$ cat src/rtl/packed_varint_encoder_unit_assert.svh
// Assertion macros shared by the packed varint encoder RTL.
// Relies on clk_i and rst_ni being visible in the including module.
`ifndef PACKED_VARINT_ENCODER_UNIT_ASSERT_SVH
`define PACKED_VARINT_ENCODER_UNIT_ASSERT_SVH

// Checked property, disabled while reset is asserted.
`define PVE_ASSERT(lbl, prop, msg) \
  lbl: assert property (@(posedge clk_i) disable iff (!rst_ni) prop) else $error(msg);

// Checked property that also holds during reset.
`define PVE_ASSERT_ALWAYS(lbl, prop, msg) \
  lbl: assert property (@(posedge clk_i) prop) else $error(msg);

`endif

$ cat src/rtl/pve_pkg.sv
// Package for the packed varint encoder: constants, register indexes and the
// command and status structs between controller and datapath. No dependencies.
package pve_pkg;

  localparam int unsigned MaxElements = 1048575;

  localparam int unsigned CntW  = 20;
  localparam int unsigned OffW  = 24;
  localparam int unsigned ValW  = 64;
  localparam int unsigned CfgIdxW = 2;

  // Configuration register indexes.
  localparam logic [CfgIdxW-1:0] RegWideMode     = 2'd0;
  localparam logic [CfgIdxW-1:0] RegZigzagEnable = 2'd1;
  localparam logic [CfgIdxW-1:0] RegPackedEnable = 2'd2;

  // Prefix width thresholds.
  localparam logic [OffW-1:0] Thresh1 = 24'h000080;
  localparam logic [OffW-1:0] Thresh2 = 24'h004000;
  localparam logic [OffW-1:0] Thresh3 = 24'h200000;

  typedef struct packed {
    logic load;
    logic emit_pay;
    logic emit_pfx;
  } pve_cmd_t;

  typedef struct packed {
    logic slot_free;
    logic pay_more;
    logic pfx_needed;
    logic pfx_final;
  } pve_sts_t;

  function automatic logic [2:0] width_for(input logic [OffW-1:0] sz);
    logic [2:0] w;
    if (sz < Thresh1) begin
      w = 3'd1;
    end else if (sz < Thresh2) begin
      w = 3'd2;
    end else if (sz < Thresh3) begin
      w = 3'd3;
    end else begin
      w = 3'd4;
    end
    return w;
  endfunction

endpackage

$ cat src/rtl/pve_ctrl.sv
// Controller of the packed varint encoder: sequences load, payload and prefix
// phases of one item. Depends on pve_pkg.
module pve_ctrl (
  input  logic              clk_i,
  input  logic              rst_ni,
  input  logic              in_valid_i,
  output logic              in_stall_o,
  input  pve_pkg::pve_sts_t sts_i,
  output pve_pkg::pve_cmd_t cmd_o
);

  localparam logic [1:0] StIdle = 2'd0;
  localparam logic [1:0] StPay  = 2'd1;
  localparam logic [1:0] StPfx  = 2'd2;

  logic [1:0] state_q, state_d;

  assign in_stall_o = (state_q != StIdle);

  always_comb begin
    state_d = state_q;
    cmd_o   = '0;
    case (state_q)
      StIdle: begin
        if (in_valid_i) begin
          cmd_o.load = 1'b1;
          state_d    = StPay;
        end
      end
      StPay: begin
        if (sts_i.slot_free) begin
          cmd_o.emit_pay = 1'b1;
          if (!sts_i.pay_more) begin
            state_d = sts_i.pfx_needed ? StPfx : StIdle;
          end
        end
      end
      StPfx: begin
        if (sts_i.slot_free) begin
          cmd_o.emit_pfx = 1'b1;
          if (sts_i.pfx_final) begin
            state_d = StIdle;
          end
        end
      end
      default: begin
        state_d = StIdle;
      end
    endcase
  end

  always_ff @(posedge clk_i or negedge rst_ni) begin
    if (!rst_ni) begin
      state_q <= StIdle;
    end else begin
      state_q <= state_d;
    end
  end

endmodule

$ cat src/rtl/pve_dp.sv
// Datapath of the packed varint encoder: configuration, run state, value
// shifter, prefix builder and output register. Depends on pve_pkg.
module pve_dp (
  input  logic                          clk_i,
  input  logic                          rst_ni,
  input  logic                          cfg_we_i,
  input  logic [pve_pkg::CfgIdxW-1:0]   cfg_idx_i,
  input  logic                          cfg_data_i,
  input  logic [pve_pkg::ValW-1:0]      value_i,
  input  logic [pve_pkg::CntW-1:0]      element_count_i,
  input  logic                          first_element_i,
  input  logic                          last_element_i,
  input  pve_pkg::pve_cmd_t             cmd_i,
  output pve_pkg::pve_sts_t             sts_o,
  output logic                          out_valid_o,
  input  logic                          out_stall_i,
  output logic [7:0]                    out_byte_o,
  output logic [pve_pkg::OffW-1:0]      byte_offset_o,
  output logic                          last_byte_o
);

  // Control state.
  logic                     wide_q, wide_d;
  logic                     zz_q, zz_d;
  logic                     pk_q, pk_d;
  logic [2:0]               pw_q, pw_d;
  logic [pve_pkg::OffW-1:0] pl_q, pl_d;
  logic                     out_valid_q, out_valid_d;

  // Per-item working registers.
  logic [pve_pkg::ValW-1:0] val_q, val_d;
  logic [3:0]               grp_q, grp_d;
  logic [pve_pkg::OffW-1:0] off_q, off_d;
  logic                     last_q, last_d;
  logic                     cnt_en_q, cnt_en_d;
  logic [1:0]               idx_q, idx_d;
  logic [7:0]               out_byte_q, out_byte_d;
  logic [pve_pkg::OffW-1:0] out_off_q, out_off_d;
  logic                     out_last_q, out_last_d;

  logic [pve_pkg::ValW-1:0] mapped;
  logic [31:0]              v32;
  logic [pve_pkg::OffW-1:0] cnt_sat;
  logic [pve_pkg::OffW-1:0] run_size;
  logic [2:0]               new_pw;
  logic                     pay_more;
  logic [7:0]               pay_byte;
  logic                     pfx_needed;
  logic                     pfx_final;
  logic [6:0]               pfx_grp;

  // Zigzag mapping, if enabled, and cut to the selected width.
  always_comb begin
    v32 = value_i[31:0];
    if (wide_q) begin
      mapped = zz_q ? ({value_i[62:0], 1'b0} ^ {pve_pkg::ValW{value_i[63]}}) : value_i;
    end else if (zz_q) begin
      mapped = {32'd0, {v32[30:0], 1'b0} ^ {32{v32[31]}}};
    end else begin
      mapped = {32'd0, v32};
    end
  end

  // Prefix width from the saturated count times 5 or 10 bytes.
  always_comb begin
    cnt_sat = {4'd0, element_count_i};
    if (cnt_sat > pve_pkg::OffW'(pve_pkg::MaxElements)) begin
      cnt_sat = pve_pkg::OffW'(pve_pkg::MaxElements);
    end
    run_size = (cnt_sat << 2) + cnt_sat;
    if (wide_q) begin
      run_size = run_size << 1;
    end
    new_pw = pve_pkg::width_for(run_size);
  end

  // A group with bit 7 set follows while the rest does not fit, up to nine.
  assign pay_more   = (val_q[pve_pkg::ValW-1:7] != '0) && (grp_q != 4'd9);
  assign pay_byte   = pay_more ? {1'b1, val_q[6:0]} : val_q[7:0];
  assign pfx_needed = last_q && (pw_q != 3'd0);
  assign pfx_final  = ({1'b0, idx_q} + 3'd1) == pw_q;

  always_comb begin
    case (idx_q)
      2'd0:    pfx_grp = pl_q[6:0];
      2'd1:    pfx_grp = pl_q[13:7];
      2'd2:    pfx_grp = pl_q[20:14];
      default: pfx_grp = {4'd0, pl_q[23:21]};
    endcase
  end

  always_comb begin
    wide_d      = wide_q;
    zz_d        = zz_q;
    pk_d        = pk_q;
    pw_d        = pw_q;
    pl_d        = pl_q;
    val_d       = val_q;
    grp_d       = grp_q;
    off_d       = off_q;
    last_d      = last_q;
    cnt_en_d    = cnt_en_q;
    idx_d       = idx_q;
    out_byte_d  = out_byte_q;
    out_off_d   = out_off_q;
    out_last_d  = out_last_q;
    out_valid_d = out_valid_q && out_stall_i;

    if (cfg_we_i) begin
      case (cfg_idx_i)
        pve_pkg::RegWideMode:     wide_d = cfg_data_i;
        pve_pkg::RegZigzagEnable: zz_d   = cfg_data_i;
        pve_pkg::RegPackedEnable: pk_d   = cfg_data_i;
        default: ;
      endcase
    end

    if (cmd_i.load) begin
      val_d    = mapped;
      grp_d    = 4'd0;
      idx_d    = 2'd0;
      cnt_en_d = pk_q;
      last_d   = pk_q && last_element_i;
      if (!pk_q) begin
        off_d = '0;
      end else if (first_element_i && last_element_i && (element_count_i == '0)) begin
        // Empty run: a lone zero byte at offset zero and the run closes.
        val_d    = '0;
        off_d    = '0;
        last_d   = 1'b0;
        cnt_en_d = 1'b0;
        pw_d     = 3'd0;
        pl_d     = '0;
      end else if (first_element_i) begin
        pw_d  = new_pw;
        pl_d  = '0;
        off_d = {21'd0, new_pw};
      end else begin
        off_d = {21'd0, pw_q} + pl_q;
      end
    end

    if (cmd_i.emit_pay) begin
      out_byte_d  = pay_byte;
      out_off_d   = off_q;
      out_last_d  = !pay_more && !pfx_needed;
      out_valid_d = 1'b1;
      val_d       = val_q >> 7;
      grp_d       = grp_q + 4'd1;
      off_d       = off_q + 1'b1;
      if (cnt_en_q) begin
        pl_d = pl_q + 1'b1;
      end
      if (!pay_more && last_q && !pfx_needed) begin
        pw_d = 3'd0;
        pl_d = '0;
      end
    end

    if (cmd_i.emit_pfx) begin
      out_byte_d  = {!pfx_final, pfx_grp};
      out_off_d   = {22'd0, idx_q};
      out_last_d  = pfx_final;
      out_valid_d = 1'b1;
      idx_d       = idx_q + 2'd1;
      if (pfx_final) begin
        pw_d = 3'd0;
        pl_d = '0;
      end
    end
  end

  always_ff @(posedge clk_i or negedge rst_ni) begin
    if (!rst_ni) begin
      wide_q      <= 1'b1;
      zz_q        <= 1'b0;
      pk_q        <= 1'b1;
      pw_q        <= 3'd0;
      pl_q        <= '0;
      out_valid_q <= 1'b0;
    end else begin
      wide_q      <= wide_d;
      zz_q        <= zz_d;
      pk_q        <= pk_d;
      pw_q        <= pw_d;
      pl_q        <= pl_d;
      out_valid_q <= out_valid_d;
    end
  end

  always_ff @(posedge clk_i) begin
    val_q      <= val_d;
    grp_q      <= grp_d;
    off_q      <= off_d;
    last_q     <= last_d;
    cnt_en_q   <= cnt_en_d;
    idx_q      <= idx_d;
    out_byte_q <= out_byte_d;
    out_off_q  <= out_off_d;
    out_last_q <= out_last_d;
  end

  assign sts_o.slot_free  = !out_valid_q || !out_stall_i;
  assign sts_o.pay_more   = pay_more;
  assign sts_o.pfx_needed = pfx_needed;
  assign sts_o.pfx_final  = pfx_final;

  assign out_valid_o   = out_valid_q;
  assign out_byte_o    = out_byte_q;
  assign byte_offset_o = out_off_q;
  assign last_byte_o   = out_last_q;

endmodule

$ cat src/rtl/packed_varint_encoder_unit.sv
// Top level of the packed varint encoder: controller plus datapath.
// Depends on pve_pkg, pve_ctrl, pve_dp and packed_varint_encoder_unit_assert.svh.
//
// The encoder takes one integer per input transfer and produces its base-128
// varint bytes, least significant group first, one output transfer per byte,
// each tagged with its offset in the encoded run and a flag on the final byte
// of the item. Values may be zigzag-mapped and cut to 32 or 64 bits. In packed
// mode the first element of a run reserves a 1 to 4 byte length prefix at
// offset zero, sized from the element count times 5 or 10; the payload follows
// it, and the last element appends the prefix bytes carrying the real payload
// length, padded with continuation bits to the reserved width. An empty run
// (first and last with a zero count) yields a single zero byte. In unpacked
// mode each value stands alone from offset zero. An item is first loaded and
// then yields its payload bytes followed by any prefix bytes; the single
// output register is filled with one byte per cycle while the output side
// does not stall. A new item is taken as soon as the last byte of the
// previous one sits in the output register, even if it is still waiting to
// be transferred. Configuration writes take effect at once and should only
// be made while the block is idle.
module packed_varint_encoder_unit (
  input  logic                        clk_i,
  input  logic                        rst_ni,
  // Configuration write port.
  input  logic                        cfg_we_i,
  input  logic [pve_pkg::CfgIdxW-1:0] cfg_idx_i,
  input  logic                        cfg_data_i,
  // Input channel.
  input  logic                        in_valid_i,
  output logic                        in_stall_o,
  input  logic [pve_pkg::ValW-1:0]    value_i,
  input  logic [pve_pkg::CntW-1:0]    element_count_i,
  input  logic                        first_element_i,
  input  logic                        last_element_i,
  // Output channel.
  output logic                        out_valid_o,
  input  logic                        out_stall_i,
  output logic [7:0]                  out_byte_o,
  output logic [pve_pkg::OffW-1:0]    byte_offset_o,
  output logic                        last_byte_o
);

  `include "packed_varint_encoder_unit_assert.svh"

  pve_pkg::pve_cmd_t cmd;
  pve_pkg::pve_sts_t sts;

  // The controller owns sequencing; it accepts an item only when idle.
  pve_ctrl u_ctrl (
    .clk_i      (clk_i),
    .rst_ni     (rst_ni),
    .in_valid_i (in_valid_i),
    .in_stall_o (in_stall_o),
    .sts_i      (sts),
    .cmd_o      (cmd)
  );

  // The datapath holds configuration, run state and the output register.
  pve_dp u_dp (
    .clk_i           (clk_i),
    .rst_ni          (rst_ni),
    .cfg_we_i        (cfg_we_i),
    .cfg_idx_i       (cfg_idx_i),
    .cfg_data_i      (cfg_data_i),
    .value_i         (value_i),
    .element_count_i (element_count_i),
    .first_element_i (first_element_i),
    .last_element_i  (last_element_i),
    .cmd_i           (cmd),
    .sts_o           (sts),
    .out_valid_o     (out_valid_o),
    .out_stall_i     (out_stall_i),
    .out_byte_o      (out_byte_o),
    .byte_offset_o   (byte_offset_o),
    .last_byte_o     (last_byte_o)
  );

  // After an accepted item the block is busy until it has produced its bytes.
  `PVE_ASSERT(a_busy_after_load, (in_valid_i && !in_stall_o) |=> in_stall_o, "not busy after load")
  // Prefix bytes are only emitted for a closing element with a reserved prefix.
  `PVE_ASSERT(a_pfx_needs_width, cmd.emit_pfx |-> sts.pfx_needed, "prefix without width")
  // Once reset has been seen at an edge, no byte is offered at the next one.
  `PVE_ASSERT_ALWAYS(a_idle_in_reset, !rst_ni |=> !out_valid_o, "output valid in reset")

endmodule
$ cat config.mk
export PLATFORM = sky130hd
export DESIGN_NAME = packed_varint_encoder_unit
export DESIGN_NICKNAME = d
export VERILOG_FILES = /design/src/rtl/pve_pkg.sv /design/src/rtl/pve_ctrl.sv /design/src/rtl/pve_dp.sv /design/src/rtl/packed_varint_encoder_unit.sv
export VERILOG_INCLUDE_DIRS = /design/src /design/src/rtl
export SDC_FILE = /design/constraint.sdc
export NUM_CORES = 1
export LEC_CHECK = 0
export BUFFER_PORTS_ARGS = -buffer_cell sky130_fd_sc_hd__buf_2
export CORE_MARGIN = 4
export CORE_UTILIZATION = 54
export CTS_CLUSTER_DIAMETER = 100
export DETAILED_ROUTE_END_ITERATION = 12
export GPL_TIMING_DRIVEN = 0
export PLACE_DENSITY = 0.82
export SYNTH_ARGS = -nofsm -noshare
export SYNTH_HDL_FRONTEND = slang
export SYNTH_SLANG_ARGS = --single-unit
$ cat constraint.sdc
create_clock -name clk_i -period 4.2 [get_ports clk_i]
set_clock_uncertainty 0.05 [all_clocks]
set_input_delay 1.05 -clock clk_i [delete_from_list [all_inputs] [get_ports clk_i]]
set_output_delay 1.05 -clock clk_i [all_outputs]
set_load 0.01 [all_outputs]
==> impl_results.md, run 1 <==
* Status: complete, no violations
* CP arrival at 3.92 ns
* Worst hold path class: flop to flop
* Clk root buf: clkbuf_16
* Area of the multi-input gates at 5584 µm²
* CP max stage cell: nor4_1
* Post-synth EDFFs at 100
* Die ar. at 21410 µm²
* Post-detail-place hpwl at 20610 µm
* First-pass GRT wire length at 43620 µm
* Total grt overflow at 0
* Clock Latency Late Sink at 0.43 ns
* Top delay family on crit path: simple AND/OR/NAND/NOR gates
* Largest net degree at the start of global routing at 53
* Clk buf depth at 2
* LEAKAGE at 0.004590 µW
* Most frequent cells in the layout: nand2_1 (196), buf_2 (130), o21ai_0 (118)
* Clk slew on worst S/H paths at 0.06 ns
* Antenna Violating Nets Remaining at 0
* Most used DFF post-synth: edfxtp_1
* Routability Congestion at 0.9343
* Minimum clock period at 3.811 ns
* Final nets at 1432
* Via count at 9347
* CTS tree: built
* Cts bufs inserted at 17
* Tcrit/Tclk final at 90.74%
* WL/cell at 17.64 µm
* Filler cells at 1577
* H-tree levels at 4
* Clk sinks at 162
* Min-Delay Endpoint: u_dp.byte_offset_o[18]
* Register area at 4412 µm²
* Layout area overhead at 15.24%
* Final hold vios at 0
* Synthesized flop and latch total at 162
* Synthesized Nets at 1284
* Hold_buf cts at 0
* RSZ-0062 raised after global routing: no
* Core Box Area at 18770 µm²
* Register area share after synthesis at 42.71%
* HP Start: u_dp.byte_offset_o[18]
* Worst R2R Start: u_dp.val_q[33]
* Max-Cap Viols at 0
* Req. time, crit path at 4.31 ns
* Critical R2R Capture: u_dp.pw_q[1]
* Initial DRC Count at 910
* Max incr delay on CP at 0.62 ns
* Post-route DRC at 0
* Crit Path Max Fanout at 10
* Core Util, Final at 63.43%
* Most common cell after layout, fill and taps aside: nand2_1
* Proportion of layout cells with a drive suffix above 1 at 14.22%
* Routed WL at 27470 µm
* Slew Viols, Final at 0
* Post_cts resized at 0
* Mapped cell area at 10330 µm²
* Setup violations, final at 0
* Critical path launch point type: primary input
* R2R setup slack at 0.77 ns
* Worst VDD drop at 0.3463 mV
* Cell count of the worst reg-to-reg path at 8
* CP Class: primary input to flop
* Setup TNS at 0 ns
* Die Wd at 146.3 µm
* Cells on Worst Hold Path at 2
* Post-CTS Setup Inserts at 0
* Input/output buffers at 127
* # rows at 50
* Syn Area/Cell at 8.897 µm²
* Starting density of the core at 55.04%
* Die height at 146.3 µm
* Ys Warns at 0
* FMAX at 262.4 MHz
* Vias per inst at 6.003
* GRT Resource Usage Total at 24.85%
* Initial antenna violation count at 1
* Pre-antenna DRT Iters at 7
* P per Cell Area at 638.1 nW/µm²
* Post-synth ARST share at 20.37%
* Kind of end point of the critical path: flop
* Relative slew slack at 39.13%
* Synth Instances at 1161
* Slew @ Worst Pin at 0.9130 ns
* Vias in the first global route at 8767
* Worst path cell trace: buf_2 > nor4b_1 > nand4_1 > nor4_1 > nand2_1 > nand2_1 > or2_1 > clkbuf_1 > clkbuf_1 > o21ai_0
* WP buf/inv at 3
* Num ports at 129
* Synth cell types at 70
==> flip-flops by register name, indices dropped and copies added (netlist names) <==
name / flops
u_ctrl.state_q: 2
u_dp.byte_offset_o: 24
u_dp.cnt_en_q: 1
u_dp.grp_q: 4
u_dp.idx_q: 2
u_dp.last_byte_o: 1
u_dp.last_q: 1
u_dp.off_q: 24
u_dp.out_byte_o: 8
u_dp.out_valid_o: 1
u_dp.pk_q: 1
u_dp.pl_q: 24
u_dp.pw_q: 3
u_dp.val_q: 64
u_dp.wide_q: 1
u_dp.zz_q: 1
==> metal layers <==
metal  up-vias  share of wire, %  track usage, %
met3        59               7.7           4.407
met1      4378                42           33.30
met5         -                 0               0
met4         0               2.9           9.407
li1       4518                 -               -
met2       392                47           40.50
==> per-stage QoR <==
| stage | hold slack [ns] | cell area (µm²) | total power (µW) | std cells | setup WS (ns) |
|---|---|---|---|---|---|
| detailed placement | 0.3942 | 11300 | 5962 | 1524 | -0.008955 |
| floorplan | 0.4139 | 10330 | 4969 | 1161 | 0.2859 |
| CTS | 0.4033 | 11900 | 7567 | 1556 | 0.4378 |
| finish | 0.4006 | 11900 | 7596 | 1557 | 0.3890 |
| global placement | 0.3882 | 11260 | 5850 | 1522 | -1.113 |
| global route | 0.4182 | 11900 | 8051 | 1557 | 0.2167 |
==> report_power, final <==
| part | switching (µW) | internal, µW | total, µW |
|---|---|---|---|
| registers | 479 | 2680 | 3160 |
| logic | 1840 | 995 | 2830 |
| clock network | 663 | 941 | 1600 |
| total | 2980 | 4620 | 7600 |
==> synth_stat cells, drive strengths merged, types with 28 or more instances <==
library cell	number	area share, %
o21ai	119	5.8
clkbuf	52	1.9
a21oi	71	3.4
edfxtp	100	29
mux2i	34	3.3
ha	28	3.4
dfxtp	29	5.6
xnor2	87	7.4
nor2	82	3.0
dfrtp	31	7.5
nand2	196	7.1
xor2	34	2.9
nand3	41	2.0
==> area by class of cell <==
cell class	count	share of cell area [%]
diodes	1	0.02102
plain buffers	66	2.207
clock buffers	17	3.574
clock inverters	15	1.514
inverters	19	0.6201
multi-input cells	914	46.91
flip-flops and latches	162	37.06
well taps	234	2.460
repair buffers	129	5.634
==> worst max-delay path by stage <==
stage / from / endpoint / slack (ns) / depth (start not counted)
floorplan: out_stall_i / u_dp.grp_q[0] / 0.29 / 4
global placement: out_stall_i / u_dp.off_q[22] / -1.11 / 5
detailed placement: first_element_i / u_dp.val_q[46] / -0.009 / 10
CTS: element_count_i[16] / u_dp.val_q[46] / 0.44 / 10
global route: first_element_i / u_dp.val_q[46] / 0.22 / 10
finish: first_element_i / u_dp.val_q[46] / 0.39 / 10
==> cell families (layout without fill, tap and decap cells) <==
kind of cell               count (synthesis)  in the layout  share of synthesized area [%]
and+or+nand+nor                          442            442                          19.61
AOI/OAI and AO/OA                        285            285                          16.98
DFF                                      162            162                          42.71
xor gates and xnor gates                 121            121                          10.26
buffers and inverters                     85            246                          3.234
muxes                                     37             37                          3.622
adders and majority gates                 29             29                          3.585
other                                      0              1                              0
==> worst register-to-register path, cell delays in order, from the launching register on <==
cell	delay, ns
edfxtp_1	0.41
nor4_1	0.48
nand4_1	0.21
nor4_1	0.57
o211ai_1	0.44
o22ai_1	0.62
nand2b_1	0.19
buf_2	0.24
o22ai_1	0.10
No activity file was read; power rests on OpenSTA's default activity.
==> run 2: changes to the inputs <==
--- a/config.mk
+++ b/config.mk
@@ -6,6 +6,7 @@
 export SDC_FILE = /design/constraint.sdc
 export NUM_CORES = 1
 export LEC_CHECK = 0
+export ABC_AREA = 1
 export BUFFER_PORTS_ARGS = -buffer_cell sky130_fd_sc_hd__buf_2
 export CORE_MARGIN = 4
 export CORE_UTILIZATION = 54
==> run 2 against run 1 <==
Against the previous run:
- worst setup slack improved by 0.53 ns
- sequential power increased by 2%
- fmax increased by 16%
- sequential share of layout area decreased by 2.2 points
- clock power decreased by 4%
- cell area increased by 6.2%
- synthesized cell count increased by 33%
- combinational power increased by 9.9%
- cell count increased by 27%
- critical path type unchanged
- critical endpoint is now u_dp.byte_offset_o[1]
- highest routed layer unchanged
==> impl_results.md, run 2 <==
* Proportion of layout cells with a drive suffix above 1 at 12.38% (was 14.22%)
* Minimum clock period at 3.283 ns (was 3.811 ns)
* Post-route DRC at 0 (unchanged)
* Clk buf depth at 2 (unchanged)
* Kind of end point of the critical path: flop (unchanged)
* Syn Area/Cell at 7.150 µm² (was 8.897 µm²)
* Die Wd at 151.1 µm (was 146.3 µm)
* Synth Instances at 1546 (was 1161)
* Clk sinks at 162 (unchanged)
* Pre-antenna DRT Iters at 5 (was 7)
* H-tree levels at 4 (unchanged)
* Routability Congestion at 0.9889 (was 0.9343)
* Layout area overhead at 14.39% (was 15.24%)
* # rows at 52 (was 50)
* Final hold vios at 0 (unchanged)
* Worst VDD drop at 0.3876 mV (was 0.3463 mV)
* Synthesized flop and latch total at 162 (unchanged)
* Top cells by area, synth: edfxtp_1 (27%), nand2_1 (14%), dfrtp_1 (7.0%) (was edfxtp_1 (29%), dfrtp_1 (7.5%), xnor2_1 (7.4%))
* Most frequent cells in the layout: nand2_1 (414), inv_1 (175), nor2_1 (153) (was nand2_1 (196), buf_2 (130), o21ai_0 (118))
* Synth cell types at 55 (was 70)
* Max-Cap Viols at 0 (unchanged)
* Pwr Total at 7870 µW (was 7596 µW)
* Starting density of the core at 54.81% (was 55.04%)
* Total grt overflow at 0 (unchanged)
* Worst hold path class: flop to flop (unchanged)
* Die ar. at 22820 µm² (was 21410 µm²)
* CP Class: primary input to flop (unchanged)
* Share of the synthesized area in the top cell type at 27.16% (was 29.07%)
* Antenna Violating Nets Remaining at 0 (unchanged)
* WHS at 0.4105 ns (was 0.4006 ns)
* Most flops, register: u_dp.val_q (unchanged)
* Dpl cells at 1943 (was 1524)
* FMAX at 304.6 MHz (was 262.4 MHz)
* Input/output buffers at 126 (was 127)
* Synthesized Nets at 1669 (was 1284)
* Most instantiated library cell after synthesis: nand2_1 (unchanged)
* Setup WS post-layout at 0.9175 ns (was 0.3890 ns)
* Slew Viols, Final at 0 (unchanged)
* Post-synth EDFFs at 100 (unchanged)
* Final cell count without fillers at 1975 (was 1557)
* Mapped cell area at 11050 µm² (was 10330 µm²)
* Hold_buf cts at 0 (unchanged)
* Vias in the first global route at 10590 (was 8767)
* Core Box Area at 20170 µm² (was 18770 µm²)
* Req. time, crit path at 4.19 ns (was 4.31 ns)
* Filler cells at 1816 (was 1577)
* CTS tree: built (unchanged)
* Num ports at 129 (unchanged)
* # diodes at 0 (was 1)
* Post-synth ARST share at 20.37% (unchanged)
* Tcrit/Tclk final at 78.16% (was 90.74%)
* Largest register FFs at 64 (unchanged)
* Register area share after synthesis at 39.91% (was 42.71%)
* Synth cell count leaders: nand2_1 (415), inv_1 (175), nor2_1 (153) (was nand2_1 (196), o21ai_0 (118), edfxtp_1 (100))
* Final nets at 1815 (was 1432)
* Critical path launch point type: primary input (unchanged)
* LEAKAGE at 0.005458 µW (was 0.004590 µW)
* Slew @ Worst Pin at 0.8089 ns (was 0.9130 ns)
* Post-CTS Setup Inserts at 0 (unchanged)
* Crit Path Max Fanout at 11 (was 10)
* Setup violations, final at 0 (unchanged)
* CP arrival at 3.27 ns (was 3.92 ns)
* Clk slew on worst S/H paths at 0.06 ns (about the same)
* Setup TNS at 0 ns (unchanged)
* First-pass GRT wire length at 53210 µm (was 43620 µm)
* DP Worst Slack at 0.5259 ns (was -0.008955 ns)
* Largest area contributor in the netlist: edfxtp_1 (unchanged)
* Post_cts resized at 0 (unchanged)
* Vias per inst at 5.807 (was 6.003)
* Most common cell after layout, fill and taps aside: nand2_1 (unchanged)
* Relative slew slack at 45.66% (was 39.13%)
* Status: complete, no violations (unchanged)
* Ys Warns at 0 (unchanged)
* RSZ-0062 raised after global routing: no (unchanged)
* Initial DRC Count at 1081 (was 910)
* GRT Resource Usage Total at 29.70% (was 24.85%)
* Clock Latency Late Sink at 0.45 ns (was 0.43 ns)
* Initial antenna violation count at 0 (was 1)
* Cts bufs inserted at 17 (unchanged)
* WL/cell at 16.98 µm (was 17.64 µm)
* Largest net degree at the start of global routing at 58 (was 53)
* P per Cell Area at 622.4 nW/µm² (was 638.1 nW/µm²)
* Post-detail-place hpwl at 26060 µm (was 20610 µm)
* Clk root buf: clkbuf_16 (unchanged)
* Die height at 151.1 µm (was 146.3 µm)
* Most used DFF post-synth: edfxtp_1 (unchanged)
* Via count at 11470 (was 9347)
* Routed WL at 33540 µm (was 27470 µm)
run 2: cell count changes after synthesis, sizes merged, moves of 25 or more:
cell / delta
nand2: +224
inv: +169
xnor2: -85
nor2: +84
nand3: +42
mux2i: -34
o21ai: +30
xor2: -27
o221ai: +25
run 2: cells by family (layout without fill, tap and decap cells):
group | Yosys count | in the layout | share of synthesized area [%]
AOI/OAI and AO/OA | 348 | 348 | 18.64
DFF | 162 | 162 | 39.91
and+or+nand+nor | 745 | 745 | 28.77
buffers and inverters | 253 | 412 | 8.613
adders and majority gates | 29 | 29 | 3.350
xor gates and xnor gates | 9 | 9 | 0.7131
run 2: stage by stage:
step | instance area [µm²] | utilization [%]
floorplan | 11050 | -
global route | 12640 | 62.69
global placement | 12020 | 59.61
CTS | 12640 | 62.69
finish | 12640 | 62.69
detailed placement | 12060 | 59.78
run 2: worst max-delay path, cell delays in order:
cell      delay, ns
buf_2          0.07
nand2_1        0.13
inv_1          0.11
nor2_1         0.08
inv_2          0.29
clkbuf_1       0.60
clkbuf_1       0.45
nand2_1        0.48
run 2: power by group:
part | internal, µW | switching, µW | leakage [µW]
Clock | 797 | 734 | 0.000288
Combinational | 998 | 2110 | 0.00350
Sequential | 2710 | 524 | 0.00167
Total | 4500 | 3370 | 0.00546
run 2: area by class of cell:
class | instances | area (µm²) | area share [%]
multi-input combinational | 1131 | 5698 | 45.06
sequential | 162 | 4412 | 34.89
inverter | 192 | 720.7 | 5.700
timing repair buffer | 127 | 658.1 | 5.205
clock buffer | 17 | 425.4 | 3.364
tap | 270 | 337.8 | 2.672
buffer | 61 | 231.5 | 1.831
clock inverter | 15 | 161.4 | 1.276
run 2: final timing paths:
check | startpoint | slack [ns] | cells after the start | to
worst max-delay path | out_stall_i | 0.92 | 8 | u_dp.byte_offset_o[1]
worst min-delay path | u_dp.byte_offset_o[5] | 0.41 | 2 | u_dp.byte_offset_o[5]
worst max register to register | u_dp.pl_q[2] | 1.17 | 11 | u_dp.off_q[19]
worst min register to register | u_dp.byte_offset_o[5] | 0.41 | 2 | u_dp.byte_offset_o[5]
max in group asynchronous | rst_ni | 2.97 | 1 | u_ctrl.state_q[1]
min in group asynchronous | rst_ni | 0.63 | 1 | u_dp.pl_q[20]
run 2: layer usage:
| layer | vias to the layer above | track usage, % | wire length (µm) |
|---|---|---|---|
| met4 | 0 | 9.474 | 895 |
| met3 | 69 | 5.446 | 3236 |
| met2 | 629 | 47.98 | 15400 |
| met5 | - | 0 | 0 |
| li1 | 5552 | - | - |
| met1 | 5218 | 40.66 | 14010 |
